==> src/hw/rtl/bgrf_pkg.sv <==
// ----------------------------------------------------------------------------
// bgrf_pkg
// Shared types and constants of the banked register file tracker.
// ----------------------------------------------------------------------------
package bgrf_pkg;

  // bank sizes in dwords, matched in this order
  localparam int unsigned CONFIG_WORDS  = 4096;
  localparam int unsigned UCONFIG_WORDS = 4096;
  localparam int unsigned SHADER_WORDS  = 1024;
  localparam int unsigned CONTEXT_WORDS = 1024;

  localparam int unsigned NUM_BANKS   = 4;
  localparam int unsigned TOTAL_WORDS = CONFIG_WORDS + UCONFIG_WORDS + SHADER_WORDS +
                                        CONTEXT_WORDS;
  localparam int unsigned IDX_W       = $clog2(TOTAL_WORDS);
  localparam int unsigned CTX_BANK    = 3;

  localparam int unsigned BANK_WORDS  [NUM_BANKS] = '{CONFIG_WORDS, UCONFIG_WORDS,
                                                      SHADER_WORDS, CONTEXT_WORDS};
  localparam int unsigned BANK_OFFSET [NUM_BANKS] = '{0, CONFIG_WORDS,
                                                      CONFIG_WORDS + UCONFIG_WORDS,
                                                      CONFIG_WORDS + UCONFIG_WORDS +
                                                      SHADER_WORDS};

  // stored entry: written flag above the data word
  localparam int unsigned ENTRY_W = 33;

  // configuration register indexes
  localparam logic [2:0] REG_CONFIG_BASE  = 3'd0;
  localparam logic [2:0] REG_UCONFIG_BASE = 3'd1;
  localparam logic [2:0] REG_SHADER_BASE  = 3'd2;
  localparam logic [2:0] REG_CONTEXT_BASE = 3'd3;
  localparam logic [2:0] REG_SCISSOR_TL   = 3'd4;
  localparam logic [2:0] REG_SCISSOR_BR   = 3'd5;
  localparam logic [2:0] REG_INDEX_TYPE   = 3'd6;

  // counter select codes
  localparam logic [3:0] SEL_WRITES    = 4'd0;
  localparam logic [3:0] SEL_MISSES    = 4'd1;
  localparam logic [3:0] SEL_NAMED     = 4'd2;
  localparam logic [3:0] SEL_INDEX     = 4'd3;
  localparam logic [3:0] SEL_DISPATCH  = 4'd4;
  localparam logic [3:0] SEL_DIM_X     = 4'd5;
  localparam logic [3:0] SEL_DIM_Y     = 4'd6;
  localparam logic [3:0] SEL_DIM_Z     = 4'd7;
  localparam logic [3:0] SEL_SEQUENCE  = 4'd8;

  typedef enum logic [2:0] {
    CMD_WRITE    = 3'd0,
    CMD_READ     = 3'd1,
    CMD_DISPATCH = 3'd2,
    CMD_COUNTER  = 3'd3,
    CMD_CLEAR    = 3'd4
  } cmd_e;

  typedef enum logic [2:0] {
    STS_WRITE_OK   = 3'd0,
    STS_WRITE_MISS = 3'd1,
    STS_READ_HIT   = 3'd2,
    STS_READ_MISS  = 3'd3,
    STS_DISPATCH   = 3'd4,
    STS_COUNTER    = 3'd5,
    STS_CLEARED    = 3'd6
  } status_e;

  typedef enum logic [2:0] {
    ST_CLEAR,
    ST_IDLE,
    ST_EXEC,
    ST_DONE
  } state_e;

  // which memory read data a pending result takes
  typedef enum logic [1:0] {
    MRG_NONE,
    MRG_READ,
    MRG_PAIR
  } merge_e;

  typedef struct packed {
    logic [2:0]  command;
    logic [31:0] address;
    logic [31:0] write_value;
    logic [31:0] dim_x;
    logic [31:0] dim_y;
    logic [31:0] dim_z;
    logic [31:0] packet_offset;
    logic [3:0]  counter_select;
  } in_t;

  typedef struct packed {
    logic [2:0]  status;
    logic [31:0] data;
    logic        was_written;
    logic        journaled;
    logic [31:0] sequence_res;
    logic [31:0] paired_value;
    logic        paired_valid;
  } out_t;

  // bank match result: first matching bank, and the context bank alone
  typedef struct packed {
    logic             hit;
    logic [IDX_W-1:0] idx;
    logic             ctx_hit;
    logic [IDX_W-1:0] ctx_idx;
  } loc_t;

endpackage

==> src/hw/rtl/bgrf_locate.sv <==
// ----------------------------------------------------------------------------
// bgrf_locate
// Matches a dword address against the four banks and forms the flat index.
// ----------------------------------------------------------------------------
module bgrf_locate (
  input  logic [bgrf_pkg::NUM_BANKS-1:0][31:0] bases_i,
  input  logic [31:0]                          address_i,
  output bgrf_pkg::loc_t                       loc_o
);

  logic [bgrf_pkg::NUM_BANKS-1:0]                      bank_hit;
  logic [bgrf_pkg::NUM_BANKS-1:0][bgrf_pkg::IDX_W-1:0] bank_idx;
  logic [bgrf_pkg::NUM_BANKS-1:0][31:0]                diff;

  // per bank range check, no wrap past 32 bits
  always_comb begin
    for (int b = 0; b < bgrf_pkg::NUM_BANKS; b++) begin
      diff[b]     = address_i - bases_i[b];
      bank_hit[b] = (address_i >= bases_i[b]) &&
                    (diff[b] < 32'(bgrf_pkg::BANK_WORDS[b]));
      bank_idx[b] = bgrf_pkg::IDX_W'(bgrf_pkg::BANK_OFFSET[b]) +
                    diff[b][bgrf_pkg::IDX_W-1:0];
    end
  end

  // first bank in order wins
  always_comb begin
    loc_o.hit     = 1'b0;
    loc_o.idx     = '0;
    for (int b = bgrf_pkg::NUM_BANKS - 1; b >= 0; b--) begin
      if (bank_hit[b]) begin
        loc_o.hit = 1'b1;
        loc_o.idx = bank_idx[b];
      end
    end
    loc_o.ctx_hit = bank_hit[bgrf_pkg::CTX_BANK];
    loc_o.ctx_idx = bank_idx[bgrf_pkg::CTX_BANK];
  end

endmodule

==> config.mk <==
export PLATFORM = sky130hd
export DESIGN_NAME = bgrf_locate
export DESIGN_NICKNAME = d
export VERILOG_FILES = /design/src/hw/rtl/bgrf_pkg.sv /design/src/hw/rtl/bgrf_locate.sv
export SDC_FILE = /design/constraint.sdc
export NUM_CORES = 1
export LEC_CHECK = 0
export ABC_AREA = 1
export BUFFER_PORTS_ARGS = -buffer_cell sky130_fd_sc_hd__buf_4
export CORE_ASPECT_RATIO = 0.8
export CORE_MARGIN = 5
export CORE_UTILIZATION = 45
export DETAILED_ROUTE_END_ITERATION = 6
export GPL_TIMING_DRIVEN = 0
export PLACE_DENSITY = 0.66
export SYNTH_ARGS = -nofsm -noshare
export SYNTH_HDL_FRONTEND = slang
export SYNTH_SLANG_ARGS = --single-unit
==> constraint.sdc <==
create_clock -name vclk -period 5.75
set_clock_uncertainty 0.15 [all_clocks]
set_input_delay 0.575 -clock vclk [all_inputs]
set_output_delay 0.575 -clock vclk [all_outputs]
set_load 0.02 [all_outputs]
==> results by group, run 1 <==
Placement
  – GP Congestion: about 0.98
  – Final HPWL DP: 37400 microns
  – Place WS: 0.924 ns
  – Input/output buffers: 190

Cells and area
  – Seq_cells: 0
  – Commonest cells after routing, fill and taps aside: nand2_1 (794), inv_1 (473), nor2_1 (214), buf_4 (191), nand3_1 (147)
  – Share of layout cells above drive strength 1: a little under an eighth
  – Area occupied by registers: 0 sq um
  – Area of the multi-input gates: 8890 sq um
  – Area delta synth->final: 16.9%
  – Clock Buffer Count: 0
  – Commonest non-fill, non-tap cell in the layout: nand2_1
  – Fillcell total: 2668
  – Layout net count: roughly 2700

Detailed routing
  – Via density: about 5.1
  – Final WL: around 43000 microns
  – DR vias: 13700
  – DRC viols: 0
  – Iteration-0 DRC count of the detailed router: ~1100
  – Final antenna-violating net count: 0
  – Pre-antenna DRT Iters: 6
  – Avg WL per Cell: between 15 and 20 microns

Timing
  – Final Slew Violations: 0
  – Setup WS post-layout: just over 0.8 ns
  – Min Tclk post-route: between 4 and 5 ns
  – Least-Margin Pin Slew: approximately 0.57 ns
  – Final number of setup-violating endpoints: 0
  – Final Cycle Share: 85.8%
  – Final Hold Fails: 0
  – Fmax: roughly 0.2 GHz
  – Slew margin rel.: 61.8%
  – Setup_tns: 0 ns
  – RSZ-0062 raised after global routing: false

Floorplan
  – CORE AREA: ~23000 sq um
  – # rows: 50
  – Starting Density: 45.9%
  – Total I/O pin count: 190
  – Die area: around 27000 sq um
  – Die W: between 150 and 200 microns
  – Chip height: between 100 and 150 microns

Min path
  – Hold Crit Start: bases_i[96]
  – Worst hold endpoint: loc_o[0]
  – Hold depth: 4
  – Hold Crit Class: primary input to output port

Critical path
  – Crit. End Element: output port
  – Setup Crit Path Kind: primary input to output port
  – Worst Path Arrival: ~4.2 ns
  – Worst Path Required: between 5 and 6 ns
  – CP startpoint kind: primary input
  – Crit path max fanout: 10

GRT
  – Initial antenna violation count: 2
  – GRT Util Overall: approximately 30%
  – Number of global-route vias before repair: around 12000
  – Pin count of the biggest net entering global routing: 11
  – First-pass GRT wire length: 65200 microns
  – GR Overflow Total: 0

Power
  – Maximum vdd drop: around 52 uV
  – Power per cell area: around 110 nW/um^2
  – Pleak: 0.00793 uW

Run
  – Maxcap violations: 0

Logic synthesis
  – Synth Instances: ~2200
  – Syn avg cell area: 4.90 sq um
  – Mapped Area: 10800 sq um
  – Net Count, Synth: about 2500
  – Distinct cells, synth: 45
  – Post-synth top area cell: nand2_1
  – Sequential element share of the synthesized area: 0%
  – Top post-synthesis cells by area: nand2_1 (28%), inv_1 (17%), ha_1 (15%), nor2_1 (7.5%), nand3_1 (6.8%)
  – Area fraction of the dominant cell type after synthesis: between 20 and 30%
  – Yosys Warn Count: 0

Clock tree
  – Post_cts resized: 0
  – Post-CTS Setup Inserts: 0
  – Post-cts hold buffer count: 0

Status
  – Run status: finished clean
[critical path, stage by stage]
cell	delay [ns]
buf_4	0.11
inv_1	0.16
ha_1	0.22
fa_1	0.21
inv_1	0.10
nand3_1	0.10
nand3_2	0.15
nand3_1	0.11
nand3_1	0.16
xnor2_1	0.48
ha_1	0.25
nand2_1	0.06
nor2_1	0.17
nand3_1	0.09
nor2_1	0.15
nand4_1	0.13
nor2_2	0.14
nand3_2	0.12
buf_2	0.21
nand2_1	0.08
nand2_1	0.06
a21oi_2	0.20
buf_4	0.18
[final cells by class]
type / instances / area share (%)
Multi-Input combinational cell: 1705 / 70.7
Antenna cell: 1 / 0.0199
Tap cell: 312 / 3.10
Buffer: 7 / 0.398
Timing Repair Buffer: 190 / 11.3
Inverter: 484 / 14.4
[cells in the mapped netlist, drive strengths merged, types with 4 or more instances]
cell type	n
a21oi	123
and2	6
and3	4
buf	7
fa	4
ha	131
inv	483
nand2	810
nand3	158
nand3b	20
nand4	51
nor2	238
nor3	26
nor4	4
o21ai	50
o21bai	8
or2	4
xnor2	14
xor2	37
[worst max-delay path by stage]
stage | slack, ns | depth (start not counted) | end | start
2_1_floorplan | 1.77 | 20 | loc_o[27] | address_i[0]
3_5_place_dp | 0.92 | 23 | loc_o[21] | address_i[0]
6_report | 0.82 | 23 | loc_o[21] | address_i[0]
4_1_cts | 0.92 | 23 | loc_o[21] | address_i[0]
3_3_place_gp | 0.95 | 23 | loc_o[21] | address_i[0]
5_1_grt | 0.61 | 23 | loc_o[21] | address_i[0]
[stage by stage]
step / power (uW) / std cells / hold WS [ns] / utilization, % / instance area [sq um]
after floorplan: 886 / 2196 / 1.24 / - / 10800
after global placement: 1300 / 2698 / 1.46 / 53.6 / 12600
after detailed placement: 1310 / 2698 / 1.47 / 53.6 / 12600
after CTS: 1320 / 2698 / 1.47 / 53.6 / 12600
after global routing: 1490 / 2699 / 1.52 / 53.6 / 12600
final: 1340 / 2699 / 1.48 / 53.6 / 12600
[routing by layer]
metal	part of all wire (%)	wire length, microns	track usage, %
met4	3.6	1550	9.16
met2	41	17700	46.9
met1	45	19400	40.8
met3	9.6	4100	7.58
met5	0	0	0
[cells by family (layout without fill, tap and decap cells)]
logic type,after synthesis,in the layout,synth area share (%)
other,0,1,0
AND/OR/NAND/NOR,1323,1323,52.6
buffers and inverters,491,681,17.3
adder cells (fa/ha/maj),135,135,16.0
AO/OA/AOI/OAI,196,196,9.90
XOR/XNOR,51,51,4.15
[power breakdown]
group | switching [uW] | leakage, uW | internal (uW)
sequential | 0 | 0 | 0
clock | 0 | 0.00000000634 | 0.0000233
combinational | 867 | 0.00793 | 472
Note: power is estimated with default switching activity, not from simulation.
==> run 2, diff against run 1 <==
- REMOVE_ABC_BUFFERS: default -> 1
==> run 2 against run 1 <==
Net effect: worst hold slack got worse by 0.0021 ns; first-iteration DRC count rose by 9.0%; critical path depth fell by 1; via count rose by 1.4%; sequential share of layout area did not move; non-clock buffer count fell by 7; cell count fell by 0.30%; routed wire length rose by 2.3%; largest cell class unchanged; largest power group unchanged.
==> results by group, run 2 (synthesized netlist as in run 1, its figures left out) <==
Status
  – Run status: finished clean (unchanged)

Timing
  – Final Slew Violations: 0 (unchanged)
  – Final number of setup-violating endpoints: 0 (unchanged)
  – Slew margin rel.: 34.7% (was 61.8%)
  – Final Cycle Share: 86.2% (was 85.8%)
  – Final Hold Fails: 0 (unchanged)
  – Min Tclk post-route: 4.95 ns (was 4.93 ns)
  – Hold slack: 1.48 ns (about the same)
  – Least-Margin Pin Slew: 0.975 ns (was 0.566 ns)
  – Fmax: 0.202 GHz (was 0.203 GHz)
  – RSZ-0062 raised after global routing: false (unchanged)
  – Setup_tns: 0 ns (unchanged)

GRT
  – GR Overflow Total: 0 (unchanged)
  – Initial antenna violation count: 0 (was 2)
  – Number of global-route vias before repair: 12500 (about the same)
  – GRT Util Overall: 30.5% (was 30.0%)
  – First-pass GRT wire length: 66200 microns (was 65200 microns)
  – Pin count of the biggest net entering global routing: 18 (was 11)

Cells and area
  – Commonest cells after routing, fill and taps aside: nand2_1 (794), inv_1 (473), nor2_1 (214), buf_4 (190), nand3_1 (147) (was nand2_1 (794), inv_1 (473), nor2_1 (214), buf_4 (191), nand3_1 (147))
  – Diodes inserted: 0 (was 1)
  – Share of layout cells above drive strength 1: 11.1% (was 11.4%)
  – Layout net count: 2676 (was 2683)
  – Area occupied by registers: 0 sq um (unchanged)
  – Seq_cells: 0 (unchanged)
  – Clock Buffer Count: 0 (unchanged)
  – Commonest non-fill, non-tap cell in the layout: nand2_1 (unchanged)
  – Area delta synth->final: 16.4% (was 16.9%)
  – Fillcell total: 2629 (was 2668)

Floorplan
  – CORE AREA: 23500 sq um (unchanged)
  – Die W: 183 microns (unchanged)
  – Starting Density: 45.9% (unchanged)
  – Chip height: 148 microns (unchanged)
  – Total I/O pin count: 190 (unchanged)
  – Die area: 27100 sq um (unchanged)
  – # rows: 50 (unchanged)

Detailed routing
  – Final WL: 43800 microns (was 42800 microns)
  – Pre-antenna DRT Iters: 5 (was 6)
  – Final antenna-violating net count: 0 (unchanged)
  – DRC viols: 0 (unchanged)
  – Via density: 5.17 (was 5.09)
  – Iteration-0 DRC count of the detailed router: 1234 (was 1132)
  – Avg WL per Cell: 16.3 microns (was 15.9 microns)
  – DR vias: 13900 (was 13700)

Critical path
  – Crit. End Element: output port (unchanged)
  – CP max stage cell: fa_1 (was xnor2_1)
  – Crit path max fanout: 14 (was 10)
  – Worst path max stage delay: 0.40 ns (was 0.48 ns)
  – Crit path from: address_i[0] (unchanged)
  – Worst Path Required: 5.03 ns (about the same)
  – CP dominant cell by count: nand3_1 (unchanged)
  – CP startpoint kind: primary input (unchanged)
  – Worst Path Arrival: 4.23 ns (was 4.21 ns)
  – Critical path, cell by cell: buf_4 > inv_1 > ha_1 > fa_1 > inv_1 > nand3_1 > nand3_2 > nand3_1 > nand3_1 > xnor2_1 > ha_1 > nand2_1 > nor2_1 > nand3_1 > nor2_1 > nand4_1 > nor2_2 > nand3_2 > nand2_1 > nand2_1 > a21oi_2 > buf_4 (was buf_4 > inv_1 > ha_1 > fa_1 > inv_1 > nand3_1 > nand3_2 > nand3_1 > nand3_1 > xnor2_1 > ha_1 > nand2_1 > nor2_1 > nand3_1 > nor2_1 > nand4_1 > nor2_2 > nand3_2 > buf_2 > nand2_1 > nand2_1 > a21oi_2 > buf_4)
  – Setup Crit Path Kind: primary input to output port (unchanged)

Clock tree
  – Post-CTS Setup Inserts: 0 (unchanged)
  – Post-cts hold buffer count: 0 (unchanged)
  – Post_cts resized: 0 (unchanged)

Placement
  – GP Congestion: 0.967 (was 0.976)
  – Final HPWL DP: 38200 microns (was 37400 microns)
  – Input/output buffers: 190 (unchanged)

Power
  – Maximum vdd drop: 57.3 uV (was 52.3 uV)
  – Power per cell area: 107 nW/um^2 (was 106 nW/um^2)
  – Pleak: 0.00789 uW (was 0.00793 uW)

Min path
  – Hold Crit Start: bases_i[96] (unchanged)
  – Hold Crit Class: primary input to output port (unchanged)

Run
  – Maxcap violations: 0 (unchanged)
run 2: cell types whose count changed in the layout (fill, tap and decap cells not counted):
cell	previous run	this run
buf_6	2	0
buf_2	4	0
buf_4	191	190
diode_2	1	0
run 2: cell type report:
type | instances | area (sq um) | share of cell area [%]
multi-input combinational | 1705 | 8890 | 71.0
inverter | 484 | 1820 | 14.5
timing repair buffer | 190 | 1430 | 11.4
tap | 312 | 390 | 3.12
run 2: worst paths after layout:
check / to / depth (start not counted)
worst min-delay path: loc_o[0] / 4
worst max-delay path: loc_o[21] / 22
run 2: report_power, final:
| part | total (uW) | switching (uW) | internal [uW] |
|---|---|---|---|
| sequential | 0 | 0 | 0 |
| clock | 0 | 0 | 0 |
| combinational | 1340 | 874 | 471 |
| total | 1340 | 874 | 471 |
run 2: through the flow:
step,std cells,area [sq um],worst slack (ns),util [%],total power (uW)
detailed placement,2691,12500,0.802,53.4,1320
global placement,2691,12500,0.834,53.4,1310
finish,2691,12500,0.796,53.4,1340
floorplan,2189,10700,1.59,-,885
global route,2691,12500,0.385,53.4,1490
CTS,2691,12500,0.809,53.4,1320
run 2: critical path, delay by kind of cell:
family	cells	cell delay [ns]
simple gates	13	1.88
buf+inv	4	0.48
fa+ha+maj	3	0.84
compound gates	1	0.22
xor+xnor	1	0.23
run 2: layer usage:
layer	up-vias	track usage, %	wire length [microns]
met2	514	49.3	18700
li1	7207	-	-
met4	0	6.22	1090
met3	46	3.23	3450
met1	6148	44.0	20500
met5	-	0	0
